## src/hdl/rhsl_pkg.sv

```systemverilog
`timescale 1ns / 1ps

package rhsl_pkg;

	localparam int unsigned ChanW    = 8;
	localparam int unsigned QuoW     = 8;
	localparam int unsigned SatRemW  = 16;
	localparam int unsigned SatDenW  = 16;
	localparam int unsigned HueRemW  = 19;
	localparam int unsigned HueDenW  = 18;
	localparam int unsigned NumCells = QuoW;

	// Work carried down the divider chain. Both quotients are produced one bit per cell;
	// the denominators are pre-shifted by the highest quotient bit weight and halve each cell.
	typedef struct packed {
		logic [SatRemW-1:0] sat_rem;
		logic [SatDenW-1:0] sat_den;
		logic [QuoW-1:0]    sat_quo;
		logic [HueRemW-1:0] hue_rem;
		logic [HueDenW-1:0] hue_den;
		logic [QuoW-1:0]    hue_quo;
		logic [ChanW-1:0]   light;
	} rhsl_div_t;

endpackage

```

## src/hdl/rhsl_front.sv

```systemverilog
`timescale 1ns / 1ps

module rhsl_front (
	input  logic                 clk,
	input  logic                 arst_n,
	input  logic                 valid_i,
	output logic                 ready_o,
	input  logic [7:0]           red,
	input  logic [7:0]           green,
	input  logic [7:0]           blue,
	output logic                 valid_o,
	input  logic                 ready_i,
	output rhsl_pkg::rhsl_div_t  data_o
);
	import rhsl_pkg::*;

	logic                valid_s1;
	rhsl_div_t           data_s1;
	rhsl_div_t           prep;
	logic [7:0]          hi;
	logic [7:0]          lo;
	logic [7:0]          d;
	logic [8:0]          sum;
	logic [8:0]          sat_den;
	logic [10:0]         six_d;
	logic signed [11:0]  q_raw;
	logic signed [11:0]  q_pos;
	logic [16:0]         light_prod;
	logic                red_max;
	logic                green_max;
	logic                gray;

	assign ready_o = !valid_s1 || ready_i;
	assign valid_o = valid_s1;
	assign data_o  = data_s1;

	always_comb begin
		red_max   = (red >= green) && (red >= blue);
		green_max = !red_max && (green >= blue);
		if (red_max) begin
			hi = red;
		end else if (green_max) begin
			hi = green;
		end else begin
			hi = blue;
		end
		if ((red <= green) && (red <= blue)) begin
			lo = red;
		end else if (green <= blue) begin
			lo = green;
		end else begin
			lo = blue;
		end
		gray  = (hi == lo);
		d     = hi - lo;
		sum   = {1'b0, hi} + {1'b0, lo};
		six_d = ({3'b000, d} << 2) + ({3'b000, d} << 1);

		if (red_max) begin
			q_raw = $signed({4'b0000, green}) - $signed({4'b0000, blue});
		end else if (green_max) begin
			q_raw = $signed({3'b000, d, 1'b0}) + $signed({4'b0000, blue})
				- $signed({4'b0000, red});
		end else begin
			q_raw = $signed({2'b00, d, 2'b00}) + $signed({4'b0000, red})
				- $signed({4'b0000, green});
		end
		q_pos = (q_raw < 0) ? q_raw + $signed({1'b0, six_d}) : q_raw;

		sat_den    = sum[8] ? 9'd256 - {1'b0, sum[7:0]} : sum;
		light_prod = ({8'd0, sum} << 8) - {8'd0, sum};

		prep.sat_quo = '0;
		prep.hue_quo = '0;
		if (gray) begin
			// A zero numerator over any nonzero divisor yields a zero quotient.
			prep.sat_rem = '0;
			prep.sat_den = SatDenW'(1) << (QuoW - 1);
			prep.hue_rem = '0;
			prep.hue_den = HueDenW'(1) << (QuoW - 1);
			prep.light   = (red == 8'd0) ? 8'd0 : red - 8'd1;
		end else begin
			prep.sat_rem = ({8'd0, d} << 8) - {8'd0, d};
			prep.sat_den = SatDenW'(sat_den) << (QuoW - 1);
			prep.hue_rem = (HueRemW'(q_pos[10:0]) << 8) - HueRemW'(q_pos[10:0]);
			prep.hue_den = HueDenW'(six_d) << (QuoW - 1);
			prep.light   = light_prod[16:9];
		end
	end

	always_ff @(posedge clk or negedge arst_n) begin
		if (!arst_n) begin
			valid_s1 <= 1'b0;
		end else if (ready_o) begin
			valid_s1 <= valid_i;
		end
	end

	always_ff @(posedge clk) begin
		if (ready_o && valid_i) begin
			data_s1 <= prep;
		end
	end

endmodule

```

## src/hdl/rhsl_div_cell.sv

```systemverilog
`timescale 1ns / 1ps

module rhsl_div_cell (
	input  logic                 clk,
	input  logic                 arst_n,
	input  logic                 valid_i,
	output logic                 ready_o,
	input  rhsl_pkg::rhsl_div_t  data_i,
	output logic                 valid_o,
	input  logic                 ready_i,
	output rhsl_pkg::rhsl_div_t  data_o
);
	import rhsl_pkg::*;

	logic      valid_q;
	rhsl_div_t data_q;
	rhsl_div_t next;
	logic      sat_ge;
	logic      hue_ge;

	assign ready_o = !valid_q || ready_i;
	assign valid_o = valid_q;
	assign data_o  = data_q;

	// One restoring step for each divider: subtract the shifted divisor when it fits.
	always_comb begin
		next    = data_i;
		sat_ge  = data_i.sat_rem >= data_i.sat_den;
		hue_ge  = data_i.hue_rem >= HueRemW'(data_i.hue_den);
		if (sat_ge) begin
			next.sat_rem = data_i.sat_rem - data_i.sat_den;
		end
		if (hue_ge) begin
			next.hue_rem = data_i.hue_rem - HueRemW'(data_i.hue_den);
		end
		next.sat_den = data_i.sat_den >> 1;
		next.hue_den = data_i.hue_den >> 1;
		next.sat_quo = {data_i.sat_quo[QuoW-2:0], sat_ge};
		next.hue_quo = {data_i.hue_quo[QuoW-2:0], hue_ge};
	end

	always_ff @(posedge clk or negedge arst_n) begin
		if (!arst_n) begin
			valid_q <= 1'b0;
		end else if (ready_o) begin
			valid_q <= valid_i;
		end
	end

	always_ff @(posedge clk) begin
		if (ready_o && valid_i) begin
			data_q <= next;
		end
	end

endmodule

```

## src/hdl/rgb_to_hsl_convert.sv

```systemverilog
`timescale 1ns / 1ps
// RGB to HSL pixel converter.
// Input stream (s_axis): one pixel per transaction, tdata = red, green, blue bytes.
// Output stream (m_axis): one result per pixel, tdata = hue, saturation, lightness.
// Hue is scaled so a full turn maps to 255, saturation and lightness to 0..255,
// every quotient truncated. A gray pixel gives zero hue and saturation.
// Each pixel passes through registered stages: one stage finds the extremes
// and sets up the numerators and divisors, then a chain of eight identical
// cells retires one quotient bit of both divisions per cycle unless stalled.
// Throughput is one pixel per clock unless stalled; each stage holds one pixel
// and its own valid flag, so the chain accepts until every stage is full.
// When the receiver stalls, the last cell holds its result stable and the
// stages behind it fill up; s_axis_tready drops only once all are occupied.
// Results leave in input order. Reset (arst_n low) empties every stage; no
// pixel in flight survives it.
module rgb_to_hsl_convert (
	input  logic        clk,
	input  logic        arst_n,
	input  logic        s_axis_tvalid,
	output logic        s_axis_tready,
	input  logic [23:0] s_axis_tdata,   // red [7:0], green [15:8], blue [23:16]
	output logic        m_axis_tvalid,
	input  logic        m_axis_tready,
	output logic [23:0] m_axis_tdata    // hue [7:0], saturation [15:8], lightness [23:16]
);
	import rhsl_pkg::*;

	logic      valid_c [NumCells+1];
	logic      ready_c [NumCells+1];
	rhsl_div_t data_c  [NumCells+1];

	rhsl_front u_front (
		.clk     (clk),
		.arst_n  (arst_n),
		.valid_i (s_axis_tvalid),
		.ready_o (s_axis_tready),
		.red     (s_axis_tdata[7:0]),
		.green   (s_axis_tdata[15:8]),
		.blue    (s_axis_tdata[23:16]),
		.valid_o (valid_c[0]),
		.ready_i (ready_c[0]),
		.data_o  (data_c[0])
	);

	for (genvar i = 0; i < NumCells; i++) begin : g_cell
		rhsl_div_cell u_cell (
			.clk     (clk),
			.arst_n  (arst_n),
			.valid_i (valid_c[i]),
			.ready_o (ready_c[i]),
			.data_i  (data_c[i]),
			.valid_o (valid_c[i+1]),
			.ready_i (ready_c[i+1]),
			.data_o  (data_c[i+1])
		);
	end

	assign ready_c[NumCells] = m_axis_tready;
	assign m_axis_tvalid     = valid_c[NumCells];
	assign m_axis_tdata      = {data_c[NumCells].light, data_c[NumCells].sat_quo,
		data_c[NumCells].hue_quo};

`ifndef NO_ASSERTIONS
	// Hue never reaches a full turn.
	a_hue_range: assert property (@(posedge clk) disable iff (!arst_n)
		m_axis_tvalid |-> (m_axis_tdata[7:0] != 8'hFF))
		else $error("hue out of range");

	// Lightness tops out at 254.
	a_light_range: assert property (@(posedge clk) disable iff (!arst_n)
		m_axis_tvalid |-> (m_axis_tdata[23:16] != 8'hFF))
		else $error("lightness out of range");

	// A ready receiver lets every stage advance, so the input side is ready too.
	a_ready_chain: assert property (@(posedge clk) disable iff (!arst_n)
		m_axis_tready |-> s_axis_tready)
		else $error("ready did not propagate through the chain");

	// A stage is never both empty and stalled: with no result pending, input is open.
	a_empty_open: assert property (@(posedge clk) disable iff (!arst_n)
		!m_axis_tvalid |-> s_axis_tready || valid_c[0])
		else $error("pipeline stalled without a pending result");
`endif

endmodule
```

## config.mk

```make
export PLATFORM = sky130hd
export DESIGN_NAME = rgb_to_hsl_convert
export DESIGN_NICKNAME = d
export VERILOG_FILES = /design/src/hdl/rhsl_pkg.sv /design/src/hdl/rhsl_front.sv /design/src/hdl/rhsl_div_cell.sv /design/src/hdl/rgb_to_hsl_convert.sv
export SDC_FILE = /design/constraint.sdc
export NUM_CORES = 1
export LEC_CHECK = 0
export BUFFER_PORTS_ARGS = -buffer_cell sky130_fd_sc_hd__buf_2
export CELL_PAD_IN_SITES_DETAIL_PLACEMENT = 2
export CELL_PAD_IN_SITES_GLOBAL_PLACEMENT = 2
export CORE_UTILIZATION = 34
export CTS_BUF_LIST = sky130_fd_sc_hd__clkbuf_16
export CTS_CLUSTER_SIZE = 10
export DETAILED_ROUTE_END_ITERATION = 7
export GPL_ROUTABILITY_DRIVEN = 0
export PLACE_DENSITY = 0.64
export SLEW_MARGIN = 20
export SYNTH_ARGS = -nofsm -noshare
export SYNTH_HDL_FRONTEND = slang
export SYNTH_SLANG_ARGS = --single-unit
```

## constraint.sdc

```tcl
create_clock -name clk -period 13.15 [get_ports clk]
set_input_delay 2.63 -clock clk [delete_from_list [all_inputs] [get_ports clk]]
set_output_delay 2.63 -clock clk [all_outputs]
set_load 0.02 [all_outputs]
```

* After elaboration in Yosys (flattened, before gate mapping)
Cells that the tools add are included.
Word-level totals: bits in registers 649, input bits 28, logic and storage cells 179
Operators by class: eq/ne operators 1, add/subtract/negate cells 28, bitwise logic cells 1, $lt $le $gt $ge 23, muxes and demuxes 24, reduce and logical (&&, ||, !) cells 33
Operators with widths (number):
- 19-bit 2-to-1 mux | 7
- 16-bit 2-to-1 mux | 7
- 8-bit 2-to-1 mux | 7
- 8-bit >= comparator | 3
- 8-bit less-or-equal comparator | 3
- 12-bit 2-to-1 mux | 2
- 12-bit by 9-bit subtractor with 12-bit output | 2
- 19-bit by 11-bit >= comparator with 1-bit output | 1
- 19-bit by 12-bit >= comparator with 1-bit output | 1
- 19-bit by 13-bit >= comparator with 1-bit output | 1
- 19-bit by 14-bit >= comparator with 1-bit output | 1
- 19-bit by 15-bit >= comparator with 1-bit output | 1
- 19-bit by 16-bit >= comparator with 1-bit output | 1
- 19-bit by 17-bit >= comparator with 1-bit output | 1
- 19-bit by 18-bit >= comparator with 1-bit output | 1
- 19-bit by 11-bit subtractor with 19-bit output | 1
- 19-bit by 12-bit subtractor with 19-bit output | 1
- 19-bit by 13-bit subtractor with 19-bit output | 1
- 19-bit by 14-bit subtractor with 19-bit output | 1
- 19-bit by 15-bit subtractor with 19-bit output | 1
- 19-bit by 16-bit subtractor with 19-bit output | 1
- 19-bit by 17-bit subtractor with 19-bit output | 1
- 19-bit by 18-bit subtractor with 19-bit output | 1
- 17-bit by 9-bit subtractor with 17-bit output | 1
- 34 further kinds | 62

* Depth between registers and ports, before layout
Gate-level depths: netlist (run 1).
depth in word-level cells 14, mapped depth 49

* Hierarchy
From an unflattened synthesis (run 1), not the netlist that was laid out.
Unflattened totals: cells, all modules 4368, area total of the unflattened synthesis 49555.0 um^2
By module, submodules not included:
- rhsl_div_cell at g_cell[0].u_cell ... | area an instance 5247.5 um^2, times used 6, sequential area each 2757.6 um^2, cells an instance 441
- rhsl_front | area an instance 7855.0 um^2, times used 1, sequential area each 1856.8 um^2, cells an instance 894
- rhsl_div_cell at g_cell[1].u_cell | area an instance 5192.5 um^2, times used 1, sequential area each 2757.6 um^2, cells an instance 422
- rhsl_div_cell at g_cell[7].u_cell | area an instance 5022.3 um^2, times used 1, sequential area each 2757.6 um^2, cells an instance 406

* Worst setup path before layout (run 1)
OpenSTA, ideal clock, no wires.
path type input port to flip-flop, from in s_axis_tdata[0], to reg u_front.data_s1 (netlist bit u_front.data_o[47]) (data pin), stages on the path 43, path buffers 5, path slack 2.047 ns, data arrival time 10.837 ns, path through inv_1 > ha_1 > fa_1 > nand3b_1 > a31oi_1 > o22a_1 > clkbuf_1 > clkbuf_1 > clkbuf_1 > clkbuf_1 > o21ai_0 > ha_1 > buf_6 > nor3_1 > nor3_1 > xnor2_1 > inv_1 > ha_1 > [7 not listed] > a211oi_1 > a211oi_1 > nor2_1 > ha_1 > o21a_1 > o41ai_1 > o21bai_1 > a21oi_1 > xnor2_1 > nor2_1 > xnor2_1 > ha_1 > nand2_1 > nor3_1 > a41o_2 > nor3_2 > xor2_1 > nor2_1
Between the ends: word-level cells in the longest chain between the ends 14
Ends and longest elaborated chain:
- start: declaration | line rgb_to_hsl_convert.sv:21 | input logic [23:0] s_axis_tdata,
- 8-bit >= comparator | line rhsl_front.sv:38 | red_max = (red >= green) && (red >= blue);
- 1-bit logical AND | line rhsl_front.sv:38
- 1-bit zero test | line rhsl_front.sv:39 | green_max = !red_max && (green >= blue);
- 1-bit logical AND | line rhsl_front.sv:39
- 8-bit 2-to-1 mux | line rhsl_front.sv:42 | end else if (green_max) begin
- 8-bit 2-to-1 mux | line rhsl_front.sv:40 | if (red_max) begin
- 8-bit subtractor | line rhsl_front.sv:55 | d = hi - lo;
- 10-bit by 8-bit adder with 11-bit output or 9-bit by 8-bit adder with 10-bit output (tied branches) | line rhsl_front.sv:65, rhsl_front.sv:62
- 12-bit by 9-bit subtractor with 12-bit output, on equally long branches | line rhsl_front.sv:66, rhsl_front.sv:63
- 12-bit 2-to-1 mux | line rhsl_front.sv:61 | end else if (green_max) begin
- 12-bit 2-to-1 mux | line rhsl_front.sv:59 | if (red_max) begin
- 11-bit adder or 12-bit by 1-bit less-than comparator with 1-bit output (tied branches) | line rhsl_front.sv:68 | q_pos = (q_raw < 0) ? q_raw + $signed({1'b0, six_d}) : q_raw;
- 11-bit 2-to-1 mux | line rhsl_front.sv:68
- 19-bit by 11-bit subtractor with 19-bit output | line rhsl_front.sv:85 | prep.hue_rem = (HueRemW'(q_pos[10:0]) << 8) - HueRemW'(q_pos[10:0]);
- end signal: assignment | line rhsl_front.sv:101 | data_s1 <= prep;
- end: declaration | line rhsl_front.sv:18 | rhsl_div_t data_s1;
Parallel ways exist; a longest one is shown, timed or not. A chain may end at the register's enable or synchronous reset.

* Final worst setup path (run 1)
from in s_axis_tdata[18], to reg u_front.data_s1 (netlist bit u_front.data_o[47]) (data pin)
The elaborated chain is that of the path after synthesis.

==> flow_summary.toml, run 1 <==
[clock_network]
cts.path.max_buffers = 3
postCtsSetupBuffers = 0
h-tree-depth = 3
clk_pin_slew_ns = 0.05
clockRootBuffer = "clkbuf_16"
cts_tree = "done"
clock_latency_ns = 0.60
hold_buffers = 0
cts_resized = 0
clock_sinks = 578
numCtsBuffers = 70

[synthesis]
yosysSeqAreaShare_pct = 53.1
ys_top_cells_by_area = "edfxtp_1, ha_1, inv_1"
synth-seq-cells = 578
syn_area_sq_um = 32600
yosysMostFrequentCell = "edfxtp_1"
syn_avg_cell_area_sq_um = 11.2
synthTopCellsByCount = "edfxtp_1, inv_1, ha_1"
yosysTopAreaCell = "edfxtp_1"
yosysUniqueCellTypes = 82
syn_inst = 2905
syn_nets = 3217
synth-main-ff-cell = "edfxtp_1"
synth-warning-count = 0
synth_edf_count = 569
ys_async_sr_fraction_pct = 1.56
yosys.area.top_type_share_pct = 52.4

[timing]
setup_viol = 0
hold_violations = 0
min_period_over_period_pct = 91.2
slew_headroom_pct = 30.1
skew_ns = 0.0279
drv_slew = 0
timing.fmax_mhz = 83.4
fin_hold_ws_ns = 0.418
rsz0062_at_grt = "no"
worstMarginPinSlew_ns = 1.04
final.min_clock_period_ns = 11.99
tns_ns = 0

[critical_path]
timing.critical_path.buf_inv = 4
start_kind = "primary input"
cp.arrival_ns = 12.31
cp_data_required_time_ns = 13.47
cp_max_fo = 16
critPathSlowestCell = "o31ai_1"
crit_path_frequent_cell = "ha_1"
crit_family = "compound AO/OA/AOI/OAI gates"
critical_path_class = "in2reg"
end_kind = "flop"
cpPeakStageDelay_ns = 0.51

[floorplan]
dieWidth_um = 312
coreArea_sq_um = 95000
die_h_um = 312
io_pins = 54
initial_utilization_pct = 34.3
die-area_sq_um = 97200
row_count = 113

[global_route]
grt-ovfl-total = 0
grt_pass1_wl_um = 136000
grt_max_degree = 74
antenna_found_initial = 3
grtUsageTotal_pct = 17.6
grt_pass1_vias = 24700

[drt]
via_per_inst = 5.05
first_pass_iters = 4
route.vias.total = 21600
drc_errors = 0
routed_wl_um = 85000
postRouteAntennaNets = 0
first_iter_violations = 756
avgRoutedWirePerCell_um = 19.9

[placement]
io_buffers = 53
hpwl_um = 67300

[worst_hold_path]
min_path_type = "reg2reg"

[layout]
fillCellCount = 9908
drive_above_1_share_pct = 7.52
layout.nets = 3287
area_growth_pct = 11.2

[job]
max_cap_viol_count = 0

[run_status]
status = "completed"
cells by family (layout without fill, tap and decap cells):
group                      after synthesis  after routing  share of synthesized area, %
AOI/OAI and AO/OA                      601            601                          11.5
xor gates and xnor gates               191            191                          5.13
adders and majority gates              284            284                          11.4
buffers and inverters                  390            490                          4.85
DFF                                    578            578                          53.1
muxes                                   51             51                          1.70
other                                    0              2                             0
and+or+nand+nor                        810            810                          12.3
cells in the final DEF, fill, tap and decap left out, types with 11 or more instances in the layout:
master     instances
a21boi_0          39
nor3_1            43
a31oi_1           17
o21bai_1          17
nand3_1           30
ha_1             261
nor2_1           232
a21o_1            60
xnor2_1          133
nand2b_1          66
nor2b_1           60
buf_2             53
mux2i_1           23
or3_1             20
nor4_1            30
a21oi_1          163
edfxtp_1         569
nand2_1          196
o21a_1            17
o21ai_0          172
clkbuf_16         70
o31ai_1           29
xor2_1            58
fa_1              23
and2_1            23
mux2_2            25
o22ai_1           11
buf_4             20
nand4_1           34
inv_1            332
sequential cells by signal (all words and copies together) (netlist names):
register               count
g_cell.u_cell.data_o     508
u_front.data_o            61
g_cell.u_cell.valid_o      8
u_front.valid_o            1
cell type report:
type | count | area, sq um | share of cell area (%)
sequential | 578 | 17300 | 47.7
clock inverter | 32 | 206 | 0.569
inverter | 313 | 1170 | 3.24
antenna | 2 | 5.00 | 0.0138
timing repair buffer | 75 | 437 | 1.20
multi-input combinational | 1937 | 13800 | 38.1
clock buffer | 70 | 1750 | 4.83
tap | 1265 | 1580 | 4.36
worst paths after layout:
kind                                        startpoint                          end  slack, ns  cells past startpoint
max in group asynchronous                       arst_n     g_cell[5].u_cell.valid_o      11.07                      1
min reg2reg                 g_cell[1].u_cell.data_o[8]   g_cell[2].u_cell.data_o[9]       0.42                      0
max                                   s_axis_tdata[18]           u_front.data_o[47]       1.16                     46
min                         g_cell[1].u_cell.data_o[8]   g_cell[2].u_cell.data_o[9]       0.42                      0
min in group asynchronous                       arst_n              u_front.valid_o       1.89                      1
max reg2reg                g_cell[1].u_cell.data_o[21]  g_cell[2].u_cell.data_o[52]       8.87                     15
per-layer routing:
metal | vias to the layer above | global-route usage (%) | wire length, um
met5 | - | 0 | 13
met4 | 2 | 6.91 | 2610
met3 | 135 | 2.15 | 2220
met2 | 251 | 34.0 | 46000
met1 | 10700 | 19.2 | 34200
li1 | 10500 | - | -
metrics by stage:
stage	setup slack, ns	std cells	utilization, %	instance area, sq um
2_1_floorplan	2.05	2905	-	32600
4_1_cts	1.23	4268	38.1	36200
3_3_place_gp	1.09	4166	36.1	34300
6_report	1.16	4272	38.2	36300
5_1_grt	0.296	4272	38.2	36300
3_5_place_dp	0.619	4166	36.1	34300
Power of run 1 is left out: the tool's default activity adds up to more than one toggle a clock period on the data nets, which glitch-free logic cannot reach.
==> inputs of run 2 (changes only) <==
Settings changed: CORE_ASPECT_RATIO from default to 2.
==> run 2 against run 1 <==
Net effect:
- the flow now finishes with violations (design-rule violations)
- worst hold slack got worse by 0.0031 ns
- worst setup slack got worse by 0.40 ns
- clock-buffer cell count decreased by 2
- sequential share of layout area increased by 0.17 points
- fmax decreased by 3.2%
==> flow_summary.toml, run 2 (synthesized netlist as in run 1, its figures left out) <==
[floorplan]
die_h_um = 440
die-area_sq_um = 97300
io_pins = 54
initial_utilization_pct = 34.3
coreArea_sq_um = 95100
dieWidth_um = 221
row_count = 160

[layout]
drive_above_1_share_pct = 7.52
area_growth_pct = 10.8
layout_common_cells = "edfxtp_1, inv_1, ha_1, nor2_1, nand2_1"
regArea_sq_um = 17300
design_area_sq_um = 36200
multi_input_area_sq_um = 13800
largest_reg_flops = 508
layout.nets = 3289
fillCellCount = 9930
final_common_cell = "edfxtp_1"

[timing]
setup_viol = 0
min_period_over_period_pct = 94.2
slew_headroom_pct = 27.4
tns_ns = 0
hold_violations = 0
skew_ns = 0.0143
final.min_clock_period_ns = 12.39
drv_slew = 0
worstMarginPinSlew_ns = 1.09
rsz0062_at_grt = "no"
timing.fmax_mhz = 80.7

[clock_network]
hold_buffers = 0
cts.path.max_buffers = 3
clock_sinks = 578
cts_tree = "done"
numCtsBuffers = 67
postCtsSetupBuffers = 0
cts_resized = 0
clock_latency_ns = 0.62
clockRootBuffer = "clkbuf_16"
clk_pin_slew_ns = 0.06
h-tree-depth = 3

[global_route]
grt_pass1_wl_um = 143000
grt-ovfl-total = 0
antenna_found_initial = 0
grt_pass1_vias = 25800
grtUsageTotal_pct = 19.5
use_met3_pct = 2.49
grt-busiest-layer = "met2"
grt_max_degree = 72
met2_usage_pct = 43.0
met1_usage_pct = 13.3

[critical_path]
cp_data_required_time_ns = 13.50
cp_max_fo = 7
start_kind = "primary input"
critical_path_class = "in2reg"
critPathSlowestCell = "o31ai_1"
cp.arrival_ns = 12.74
end_kind = "flop"
cpPeakStageDelay_ns = 0.71

[placement]
hpwl_um = 77400
io_buffers = 53
post_dp_cell_area_sq_um = 34300

[drt]
avgRoutedWirePerCell_um = 22.2
postRouteAntennaNets = 0
first_pass_iters = 6
routed_wl_um = 93300
route.vias.total = 22100
via_per_inst = 5.24
first_iter_violations = 489
drc_errors = 2

[run_status]
status = "finished with violations"
violations = "design-rule violations"

[worst_hold_path]
min_path_type = "reg2reg"

[job]
max_cap_viol_count = 0
[run 2: cell count changes in the layout (fill, tap and decap cells not counted), moves of 3 or more]
cell,previous run,this run
clkinv_1,5,1
buf_4,20,27
inv_1,332,323
clkinv_8,1,4
inv_6,4,0
[run 2: stage by stage]
step / worst slack (ns) / utilization (%) / hold WS [ns] / cells
global route: 0.146 / 38.0 / 0.419 / 4208
CTS: 0.818 / 38.0 / 0.415 / 4207
finish: 0.759 / 38.0 / 0.415 / 4209
detailed placement: 0.169 / 36.0 / 0.406 / 4122
floorplan: 2.05 / - / 0.400 / 2905
global placement: 0.814 / 36.0 / 0.404 / 4122
[run 2: worst paths after layout]
path / start / slack (ns) / end / depth (start not counted)
setup / recovery: s_axis_tdata[18] / 0.76 / u_front.data_o[47] / 42
hold / removal: g_cell[4].u_cell.data_o[4] / 0.41 / g_cell[5].u_cell.data_o[4] / 0
setup reg to reg: g_cell[2].u_cell.data_o[77] / 8.53 / g_cell[3].u_cell.data_o[52] / 14
hold reg to reg: g_cell[4].u_cell.data_o[4] / 0.41 / g_cell[5].u_cell.data_o[4] / 0
max in group asynchronous: arst_n / 11.11 / g_cell[6].u_cell.valid_o / 1
min in group asynchronous: arst_n / 1.85 / g_cell[0].u_cell.valid_o / 1
[run 2: final cells by class]
class | instances | share of cell area, %
diodes | 1 | 0.00692
clock buffers | 68 | 4.71
clock inverters | 17 | 0.433
inverters | 313 | 3.25
multi-input cells | 1937 | 38.2
flip-flops and latches | 578 | 47.9
well taps | 1215 | 4.20
repair buffers | 80 | 1.29
[run 2: critical path, delay by kind of cell]
family / cells / cell delay, ns
buffers and inverters: 4 / 0.71
adders and majority gates: 6 / 2.15
AOI/OAI and AO/OA: 15 / 4.08
xor gates and xnor gates: 5 / 1.24
and+or+nand+nor: 12 / 1.94
[run 2: per-layer routing]
layer / wire length (um) / up-vias
li1: - / 10500
met2: 57100 / 343
met5: 0 / -
met1: 25300 / 11000
met3: 2010 / 258
met4: 8840 / 0
Power of run 2 is left out for the same reason.
